--- src/dcc_pkg.sv ---
package dcc_pkg;

  localparam int MAX_DIGITS_DEF = 31;
  localparam int NUM_COMMANDS   = 16;
  localparam int PFX_SLOTS      = 16;
  localparam int PFX_MAXLEN     = 3;

  localparam int CFG_IDX_W = 2;
  localparam logic [CFG_IDX_W-1:0] CFG_NODE_FREE_MASK = 2'd0;
  localparam logic [CFG_IDX_W-1:0] CFG_TIMEOUT_MS     = 2'd1;

  localparam logic [15:0] NODE_FREE_MASK_RST = 16'd53488;
  localparam logic [15:0] TIMEOUT_MS_RST     = 16'd3000;

  localparam logic [7:0] KEY_POLL = 8'd0;
  localparam logic [7:0] KEY_STAR = 8'd42;
  localparam logic [7:0] KEY_HASH = 8'd35;
  localparam logic [7:0] KEY_0    = 8'd48;
  localparam logic [7:0] KEY_9    = 8'd57;
  localparam logic [7:0] KEY_A    = 8'd65;
  localparam logic [7:0] KEY_D    = 8'd68;
  localparam logic [7:0] KEY_A_OFS = 8'd55;

  localparam logic [1:0] PFX_LEN [PFX_SLOTS] = '{
    2'd1, 2'd1, 2'd1, 2'd1, 2'd2, 2'd3, 2'd2, 2'd2,
    2'd3, 2'd3, 2'd3, 2'd2, 2'd3, 2'd3, 2'd2, 2'd3};

  localparam logic [3:0] PFX_DIG [PFX_SLOTS][PFX_MAXLEN] = '{
    '{4'd1, 4'd0, 4'd0}, '{4'd2, 4'd0, 4'd0}, '{4'd3, 4'd0, 4'd0}, '{4'd4, 4'd0, 4'd0},
    '{4'd7, 4'd0, 4'd0}, '{4'd8, 4'd0, 4'd6}, '{4'd7, 4'd2, 4'd0}, '{4'd7, 4'd5, 4'd0},
    '{4'd8, 4'd1, 4'd1}, '{4'd8, 4'd1, 4'd2}, '{4'd8, 4'd1, 4'd3}, '{4'd7, 4'd3, 4'd0},
    '{4'd8, 4'd1, 4'd6}, '{4'd8, 4'd1, 4'd8}, '{4'd1, 4'd0, 4'd0}, '{4'd7, 4'd2, 4'd2}};

  typedef enum logic [1:0] {
    ST_IDLE,
    ST_LOAD,
    ST_SHOW
  } state_t;

  typedef struct packed {
    logic accept;
    logic idx_inc;
  } cmd_t;

  typedef struct packed {
    logic do_emit;
    logic is_last;
  } stat_t;

endpackage

--- src/dcc_ctrl.sv ---
module dcc_ctrl (
  input  logic          clk,
  input  logic          rst_n,
  input  logic          in_valid,
  output logic          in_ready,
  output logic          out_valid,
  input  logic          out_ready,
  input  dcc_pkg::stat_t stat,
  output dcc_pkg::cmd_t  cmd
);

  dcc_pkg::state_t state_r, state_nxt;

  always_ff @(posedge clk) begin
    if (!rst_n) begin
      state_r <= dcc_pkg::ST_IDLE;
    end else begin
      state_r <= state_nxt;
    end
  end

  always_comb begin
    state_nxt   = state_r;
    in_ready    = 1'b0;
    out_valid   = 1'b0;
    cmd.accept  = 1'b0;
    cmd.idx_inc = 1'b0;
    unique case (state_r)
      dcc_pkg::ST_IDLE: begin
        in_ready   = 1'b1;
        cmd.accept = in_valid;
        if (in_valid && stat.do_emit) begin
          state_nxt = dcc_pkg::ST_LOAD;
        end
      end
      dcc_pkg::ST_LOAD: begin
        state_nxt = dcc_pkg::ST_SHOW;
      end
      dcc_pkg::ST_SHOW: begin
        out_valid = 1'b1;
        if (out_ready) begin
          if (stat.is_last) begin
            state_nxt = dcc_pkg::ST_IDLE;
          end else begin
            cmd.idx_inc = 1'b1;
          end
        end
      end
      default: begin
        state_nxt = dcc_pkg::ST_IDLE;
      end
    endcase
  end

endmodule

--- src/dcc_dpath.sv ---
module dcc_dpath #(
  parameter int MAX_DIGITS = dcc_pkg::MAX_DIGITS_DEF
) (
  input  logic                          clk,
  input  logic                          rst_n,
  input  logic [7:0]                    in_key_code,
  input  logic [31:0]                   in_time_ms,
  input  logic                          cfg_wr_en,
  input  logic [dcc_pkg::CFG_IDX_W-1:0] cfg_index,
  input  logic [15:0]                   cfg_wdata,
  input  dcc_pkg::cmd_t                 cmd,
  output dcc_pkg::stat_t                stat,
  output logic [3:0]                    out_digit_value,
  output logic                          out_last_digit
);

  localparam int CW = $clog2(MAX_DIGITS + 1);
  localparam int AW = $clog2(MAX_DIGITS);

  logic [15:0]   mask_r;
  logic [15:0]   tmo_r;
  logic          coll_r, coll_nxt;
  logic [CW-1:0] count_r, count_nxt;
  logic [31:0]   last_t_r, last_t_nxt;
  logic [3:0]    sh_r [dcc_pkg::PFX_MAXLEN];
  logic [AW-1:0] idx_r;
  logic [AW-1:0] rd_addr;
  logic [3:0]    rd_data_r;
  logic [3:0]    mem [MAX_DIGITS];

  logic          is_digit;
  logic [3:0]    val;
  logic [CW-1:0] new_cnt;
  logic [31:0]   elapsed;
  logic          exact, longer;
  logic          wr_en;
  logic          emit;

  always_ff @(posedge clk) begin
    if (!rst_n) begin
      mask_r <= dcc_pkg::NODE_FREE_MASK_RST;
      tmo_r  <= dcc_pkg::TIMEOUT_MS_RST;
    end else if (cfg_wr_en) begin
      unique case (cfg_index)
        dcc_pkg::CFG_NODE_FREE_MASK: mask_r <= cfg_wdata;
        dcc_pkg::CFG_TIMEOUT_MS:     tmo_r  <= cfg_wdata;
        default: ;
      endcase
    end
  end

  always_comb begin
    is_digit = 1'b0;
    val      = 4'd0;
    if (in_key_code >= dcc_pkg::KEY_0 && in_key_code <= dcc_pkg::KEY_9) begin
      is_digit = 1'b1;
      val      = 4'(in_key_code - dcc_pkg::KEY_0);
    end else if (in_key_code >= dcc_pkg::KEY_A && in_key_code <= dcc_pkg::KEY_D) begin
      is_digit = 1'b1;
      val      = 4'(in_key_code - dcc_pkg::KEY_A_OFS);
    end
  end

  assign new_cnt = count_r + CW'(1);
  assign elapsed = in_time_ms - last_t_r;

  // prefix match on the first digits, including the one being appended
  always_comb begin
    logic       hit;
    logic       act;
    logic [3:0] cand;
    exact  = 1'b0;
    longer = 1'b0;
    for (int i = 0; i < dcc_pkg::PFX_SLOTS; i++) begin
      hit = (new_cnt <= CW'(dcc_pkg::PFX_LEN[i]));
      for (int k = 0; k < dcc_pkg::PFX_MAXLEN; k++) begin
        cand = (CW'(k) < count_r) ? sh_r[k] : val;
        if (CW'(k) < new_cnt && cand != dcc_pkg::PFX_DIG[i][k]) begin
          hit = 1'b0;
        end
      end
      act = (i < dcc_pkg::NUM_COMMANDS) && mask_r[i] && hit;
      if (act && new_cnt == CW'(dcc_pkg::PFX_LEN[i])) begin
        exact = 1'b1;
      end
      if (act && CW'(dcc_pkg::PFX_LEN[i]) > new_cnt) begin
        longer = 1'b1;
      end
    end
  end

  always_comb begin
    coll_nxt   = coll_r;
    count_nxt  = count_r;
    last_t_nxt = last_t_r;
    wr_en      = 1'b0;
    emit       = 1'b0;
    if (in_key_code == dcc_pkg::KEY_STAR) begin
      coll_nxt   = 1'b1;
      count_nxt  = '0;
      last_t_nxt = in_time_ms;
    end else if (coll_r) begin
      if (in_key_code == dcc_pkg::KEY_HASH) begin
        if (count_r == '0) begin
          coll_nxt = 1'b0;
        end else begin
          emit = 1'b1;
        end
      end else if (in_key_code == dcc_pkg::KEY_POLL) begin
        if (elapsed >= {16'd0, tmo_r}) begin
          if (count_r == '0) begin
            coll_nxt = 1'b0;
          end else begin
            emit = 1'b1;
          end
        end
      end else if (is_digit) begin
        if (count_r >= CW'(MAX_DIGITS)) begin
          coll_nxt = 1'b0;
        end else begin
          wr_en      = 1'b1;
          count_nxt  = new_cnt;
          last_t_nxt = in_time_ms;
          emit       = exact && !longer;
        end
      end else begin
        coll_nxt = 1'b0;
      end
    end
    if (emit) begin
      coll_nxt = 1'b0;
    end
  end

  assign stat.do_emit = emit;
  assign stat.is_last = ((CW'(idx_r) + CW'(1)) == count_r);

  always_ff @(posedge clk) begin
    if (!rst_n) begin
      coll_r   <= 1'b0;
      count_r  <= '0;
      last_t_r <= '0;
      idx_r    <= '0;
    end else begin
      if (cmd.accept) begin
        coll_r   <= coll_nxt;
        count_r  <= count_nxt;
        last_t_r <= last_t_nxt;
        idx_r    <= '0;
      end else if (cmd.idx_inc) begin
        idx_r <= idx_r + AW'(1);
      end
    end
  end

  always_ff @(posedge clk) begin
    if (cmd.accept && wr_en) begin
      for (int k = 0; k < dcc_pkg::PFX_MAXLEN; k++) begin
        if (count_r == CW'(k)) begin
          sh_r[k] <= val;
        end
      end
    end
  end

  assign rd_addr = cmd.idx_inc ? (idx_r + AW'(1)) : idx_r;

  always_ff @(posedge clk) begin
    if (cmd.accept && wr_en) begin
      mem[count_r[AW-1:0]] <= val;
    end
    rd_data_r <= mem[rd_addr];
  end

  assign out_digit_value = rd_data_r;
  assign out_last_digit  = stat.is_last;

endmodule

--- src/dtmf_command_collector_top.sv ---
// Keypad item with no result: accepted while idle, and in_ready stays high.
// Item that completes a command: the state goes to LOAD, then to SHOW with the first digit beat; then one
// beat per cycle while out_ready is high, from the digit store read port.
// in_ready returns the cycle after the last beat.
// rst_n is synchronous, active low: idle, empty, config at reset values;
// the digit store is not cleared.
module dtmf_command_collector_top #(
  parameter int MAX_DIGITS = dcc_pkg::MAX_DIGITS_DEF
) (
  input  logic                          clk,
  input  logic                          rst_n,
  input  logic                          in_valid,
  output logic                          in_ready,
  input  logic [7:0]                    in_key_code,
  input  logic [31:0]                   in_time_ms,
  output logic                          out_valid,
  input  logic                          out_ready,
  output logic [3:0]                    out_digit_value,
  output logic                          out_last_digit,
  input  logic                          cfg_wr_en,
  input  logic [dcc_pkg::CFG_IDX_W-1:0] cfg_index,
  input  logic [15:0]                   cfg_wdata
);

  dcc_pkg::cmd_t  cmd;
  dcc_pkg::stat_t stat;

  dcc_ctrl u_ctrl (
    .clk       (clk),
    .rst_n     (rst_n),
    .in_valid  (in_valid),
    .in_ready  (in_ready),
    .out_valid (out_valid),
    .out_ready (out_ready),
    .stat      (stat),
    .cmd       (cmd)
  );

  dcc_dpath #(
    .MAX_DIGITS (MAX_DIGITS)
  ) u_dpath (
    .clk             (clk),
    .rst_n           (rst_n),
    .in_key_code     (in_key_code),
    .in_time_ms      (in_time_ms),
    .cfg_wr_en       (cfg_wr_en),
    .cfg_index       (cfg_index),
    .cfg_wdata       (cfg_wdata),
    .cmd             (cmd),
    .stat            (stat),
    .out_digit_value (out_digit_value),
    .out_last_digit  (out_last_digit)
  );

`ifndef SYNTHESIS
  a_no_in_while_out: assert property (@(posedge clk) disable iff (!rst_n)
    out_valid |-> !in_ready)
    else $error("input ready while digits are being sent");

  a_emit_start: assert property (@(posedge clk) disable iff (!rst_n)
    (in_valid && in_ready && stat.do_emit) |=> !in_ready ##1 out_valid)
    else $error("finished command did not start sending");

  a_last_release: assert property (@(posedge clk) disable iff (!rst_n)
    (out_valid && out_ready && out_last_digit) |=> (in_ready && !out_valid))
    else $error("not idle after last digit beat");

  a_inc_only_beat: assert property (@(posedge clk) disable iff (!rst_n)
    cmd.idx_inc |-> (out_valid && out_ready && !out_last_digit))
    else $error("read index moved without a beat");
`endif

endmodule
--- config.mk ---
export PLATFORM = sky130hd
export DESIGN_NAME = dtmf_command_collector_top
export DESIGN_NICKNAME = d
export VERILOG_FILES = /design/src/dcc_pkg.sv /design/src/dcc_ctrl.sv /design/src/dcc_dpath.sv /design/src/dtmf_command_collector_top.sv
export SDC_FILE = /design/constraint.sdc
export NUM_CORES = 1
export LEC_CHECK = 0
export BUFFER_PORTS_ARGS = -buffer_cell sky130_fd_sc_hd__buf_4
export CAP_MARGIN = 5
export CORE_MARGIN = 2
export CORE_UTILIZATION = 55
export CTS_BUF_LIST = sky130_fd_sc_hd__clkbuf_8
export CTS_CLUSTER_SIZE = 25
export DETAILED_ROUTE_END_ITERATION = 8
export GPL_ROUTABILITY_DRIVEN = 0
export GPL_TIMING_DRIVEN = 0
export MAX_ROUTING_LAYER = met4
export PLACE_DENSITY_LB_ADDON = 0.15
export SKIP_LAST_GASP = 1
export SYNTH_ARGS = -nofsm -noshare
export SYNTH_HDL_FRONTEND = slang
export SYNTH_HIERARCHICAL = 1
export SYNTH_SLANG_ARGS = --single-unit
export TNS_END_PERCENT = 30
--- constraint.sdc ---
create_clock -name clk -period 10.7 [get_ports clk]
set_clock_uncertainty 0.1 [all_clocks]
set_input_delay 0.535 -clock clk [delete_from_list [all_inputs] [get_ports clk]]
set_output_delay 0.535 -clock clk [all_outputs]
set_load 0.05 [all_outputs]
# After elaboration in Yosys (flattened, before gate mapping)
# Memory sizes are Yosys's and may differ from the RTL's. A register that Yosys moved wholly into a read port is not among the register bits.
# Index checks and enable logic that the tools add are counted.
[classes] add_sub_neg=5 n_lt_le_gt_ge=18 eq_ne=32 n_mux=135 bitwise_logic=1 reduce_logical=86
[op_table] op="32-bit two-way mux" n=6
[op_table] op="1-bit two-way mux" n=109
[op_table] op="1-bit logical AND" n=70
[op_table] op="5-bit two-way mux" n=7
[op_table] op="32-bit by 16-bit greater-or-equal comparator with 1-bit output" n=1
[op_table] op="32-bit subtractor" n=1
[op_table] op="4-bit two-way mux" n=7
[op_table] op="4-bit by 2-bit != test with 1-bit output, second input constant" n=6
[op_table] op="1-bit by 5-bit < comparator with 1-bit output, first input constant" n=4
[op_table] op="8-bit by 6-bit equality test with 1-bit output, second input constant" n=2
[op_table] op="4-bit by 3-bit != test with 1-bit output, second input constant" n=4
[op_table] op="5-bit by 2-bit equality test with 1-bit output, second input constant" n=3
[op_table] op="4-bit by 1-bit != test with 1-bit output, second input constant" n=3
[op_table] op="5-bit by 1-bit adder with 5-bit output, second input constant" n=2
[op_table] op="5-bit by 1-bit equality test with 1-bit output, second input constant" n=2
[op_table] op="2-bit by 5-bit greater-than comparator with 1-bit output, first input constant" n=2
[op_table] op="5-bit by 2-bit <= comparator with 1-bit output, second input constant" n=2
[op_table] op="2-bit by 5-bit < comparator with 1-bit output, first input constant" n=2
[op_table] op="2-bit two-way mux" n=5
[op_table] op="8-bit by 6-bit greater-or-equal comparator with 1-bit output, second input constant" n=1
[op_table] op="8-bit by 7-bit greater-or-equal comparator with 1-bit output, second input constant" n=1
[op_table] op="8-bit by 6-bit <= comparator with 1-bit output, second input constant" n=1
[op_table] op="8-bit by 7-bit <= comparator with 1-bit output, second input constant" n=1
[op_table] op="8-bit logical NOT" n=1
[op_table] op="other kinds (23)" n=34
[word_totals] ff_bits=77 ram_bits=136 inputBits=63 out_inout_bits=7 word_cells=286 memories=2
[mem_list] memory="u_dpath.mem" depth=31 width=4 read_ports=1 rd_clocked_by_memory_dff=1 write_ports=1 line="dcc_dpath.sv:29" rtl="logic [3:0] mem [MAX_DIGITS];"
[mem_list] memory="u_dpath.sh_r" depth=3 width=4 read_ports=3 rd_clocked_by_memory_dff=0 write_ports=1 line="dcc_dpath.sv:25" rtl="logic [3:0] sh_r [dcc_pkg::PFX_MAXLEN];"

# Longest topological paths before layout
[logic_depth] ltp_word=39 ltp_mapped=22 ltp_nobuf=21

# Modules after synthesis
# Netlist, hierarchy kept.
[by_module_without_submodules] module="dcc_dpath" instances=1 cells_each=1112 area_per_inst_um2=11717.5 seq_area_each_um2=5665.4
[by_module_without_submodules] module="dcc_ctrl" instances=1 cells_each=10 area_per_inst_um2=92.6 seq_area_each_um2=40.0

# Worst setup path after synthesis
# OpenSTA, ideal clock, no wires.
[synth_path] kind="reg-to-reg" start="reg u_dpath.count_r[3]" end="reg u_dpath.rd_data_r[2], in the netlist u_dpath/out_digit_value[2], read port of u_dpath.mem" setup_time_ns=0.114 arrival_time_ns=5.537 t_required_ns=10.486 slack_ns=4.949 stages_incl_launch_ff=14 path_buffers=4 synth_period_minus_slack_ns=5.751 path_cell_list="dfxtp_1 clkbuf_1 xnor2_1 nor3b_1 a31oi_1 nor4_1 buf_4 and3b_1 clkbuf_1 xnor2_1 clkbuf_1 mux4_2 mux4_2 a21o_1"
[synth_lines] element="from (decl)" line="dcc_dpath.sv:23" rtl="logic [CW-1:0] count_r, count_nxt;"
[synth_lines] element="from (signal assigned)" line="dcc_dpath.sv:147" rtl="count_r <= count_nxt;"
[synth_lines] element="to (decl)" line="dcc_dpath.sv:28" rtl="logic [3:0] rd_data_r;"

==> flow_summary.ini <==
[outcome]
status = completed

[placed_design]
io_buffers = 68
dpl.hpwl_um = 20000
preCtsSetupSlack_ns = 4.82

[drt]
drt_iter0_drc = 540
route.detailed.drc = 0
met2_wirelength_um = 14100
wl_per_cell_um = 18.0
wl_met1_um = 11200
drtAntennaViolNets = 0
wl_met3_um = 1610
vias_per_cell = 5.76
routed_wl_um = 27600
vias = 8835
dr.pass1.iters = 5
highest_layer = met4

[worst_setup_path]
worstSetupPathType = reg -> reg
crit_family = multiplexers
timing.rr.start = u_dpath/count_r[3]$_SDFFE_PN0P_
crit_chain = clkbuf_1 > xnor2_1 > nor3b_1 > a31oi_1 > nor4_1 > buf_4 > and3b_1 > clkbuf_1 > mux2i_1 > clkbuf_1 > mux4_2 > mux4_2 > mux2_2
crit_fanout = 10
crit_arrival_ns = 6.07
crit_required_ns = 11.01
cp_num_buf_inv = 4
crit_path_end_kind = flop
critPathLaunch = u_dpath/count_r[3]$_SDFFE_PN0P_
cpPeakStageDelay_ns = 0.97
cp_slowest_cell = mux2i_1
critPathLaunchType = flop
r2r_slack_ns = 4.94
path_common_cell = clkbuf_1

[floorplan]
num_rows = 53
core_mm2 = 0.0210
die_x_um = 151
ios = 70
start_util_pct = 56.2
dieArea_mm2 = 0.0227
die_h_um = 151

[synth]
yosys_register_bits = 217
ys_types = 80
synthArstFlopShare_pct = 0
synth.net_count = 1244
synth.most_common_cell = nand2_1
ys_top_cells_by_count = 171 x nand2_1, 136 x edfxtp_1, 81 x dfxtp_1, 81 x nor2_1, 65 x inv_1
synth_flop_cell = edfxtp_1
synth_area_leader_cell = edfxtp_1
synth_edf_count = 136
yosysWarnings = 6
syn_avg_cell_area_um2 = 10.5
syn_inst = 1122
synth_area_leaders = edfxtp_1 35%, dfxtp_1 14%, mux4_2 6.7%, ha_1 6.1%, nand2_1 5.4%
synth.top_cell.area_share_pct = 34.6
yosysSeqAreaShare_pct = 48.3
syn_area_mm2 = 0.0118

[sta]
rsz0062_at_grt = false
worst_pin_slew_ns = 1.25
post-route-min-period_ns = 5.76
fin_crit_sh_pct = 53.8
setup_viol = 0
slew_headroom_pct = 14.0
hold_viol = 0
slew_violations = 0
setup-tns-final_ns = 0
setup_ws_ns = 4.94
max_freq_mhz = 174

[power]
finalPower_uw = 1730
ir_drop_mv = 0.0782
power_density_mw_per_mm2 = 129
p_leak_uw = 0.00460

[layout]
area_delta_synth_final_pct = 13.1
num-fill-cells = 1749
final_core_util_pct = 63.6
antenna_cells = 0
final_nets = 1353
drive_gt1_share_pct = 14.9

[flow_run]
drv_cap = 0

[global_routing]
grt_antenna_before_repair = 0
grt.overflow.total = 0
grt_pass1_wl_um = 44400
grt_max_degree = 42
grt_pass1_vias = 8519
grt_use_total_pct = 25.8

[cts]
clock_latency_ns = 0.53
postCtsSetupBuffers = 0
cts_root_buf = clkbuf_8
cts.sinks = 217
htreeDepth = 2
cts_resized = 0
clockBufferDepth = 3
cts_tree = done
cts_buffers = 38
clkTransAtPathRegs_ns = 0.06
hold_buffers = 0

[worst_hold_path]
hold_path_class = in -> reg
holdCritStartpoint = cfg_wdata[5]
where the power goes:
part	internal, uW	switching [uW]
sequential	888	2.88
clock	361	331
combinational	62.9	80.1
tightest hold or removal path, delay by kind of cell:
kind,cells,cell delay (ns)
buffers and inverters,1,0.09
AND/OR/NAND/NOR,2,0.10
stage by stage:
stage                     instance area [um2]  cells  hold slack [ns]
after floorplan                         11800   1122            0.331
after detailed placement                12700   1465            0.342
after CTS                               13400   1533            0.101
final                                   13400   1534            0.131
after global routing                    13400   1534            0.126
after global placement                  12700   1465            0.337
sequential cells by signal (all words and copies together), names as in the netlist, 4 cells and up:
name and cells:
u_dpath/mem 124, u_dpath/idx_r 5, u_dpath/count_r 5, u_dpath/mask_r 16, u_dpath/last_t_r 32, u_dpath/out_digit_value 4
u_dpath/tmo_r 16, u_dpath/sh_r 12
layout by cell type, fill, tap and decap left out, types with 11 or more instances in the layout:
master and count:
edfxtp_1 136, a21oi_1 45, a31oi_1 18, dfxtp_1 81
a21boi_1 18, nor4_1 14, nand3_1 18, buf_4 72
xor2_1 17, xnor2_1 14, mux2i_1 12, clkbuf_8 42
a21boi_0 36, clkbuf_1 35, o211ai_1 18, nand2_1 171
ha_1 58, nand4_1 14, mux4_2 35, nor3_1 11
nand2b_1 13, o21ai_0 25, nor2_1 81, inv_1 82
a21o_1 12
per-layer routing:
metal,up-vias,track usage (%)
met5,-,-
met4,0,8.02
met3,58,4.09
met2,258,44.4
met1,4161,31.3
li1,4358,-
final timing paths:
check,end,cells past startpoint
hold reg to reg,u_dpath/last_t_r[6]$_SDFFE_PN0P_,2
setup / recovery,u_dpath/out_digit_value[3]$_DFF_P_,13
setup reg to reg,u_dpath/out_digit_value[3]$_DFF_P_,13
hold / removal,u_dpath/mask_r[5]$_SDFFE_PN1P_,3
kinds of logic after synthesis:
kind of cell	share of synthesized area, %
compound gates	15.4
xor+xnor	2.44
fa+ha+maj	6.31
buf+inv	3.94
flops	48.3
mux	8.17
simple gates	15.4
layout make-up:
class / count / area, um2 / share of cell area [%]
clock inverters: 26 / 111 / 0.833
repair buffers: 69 / 518 / 3.88
clock buffers: 42 / 578 / 4.33
inverters: 68 / 255 / 1.91
plain buffers: 50 / 210 / 1.57
multi-input cells: 787 / 5640 / 42.2
well taps: 275 / 344 / 2.58
flip-flops and latches: 217 / 5710 / 42.7
No activity file was read; power rests on OpenSTA's default activity.
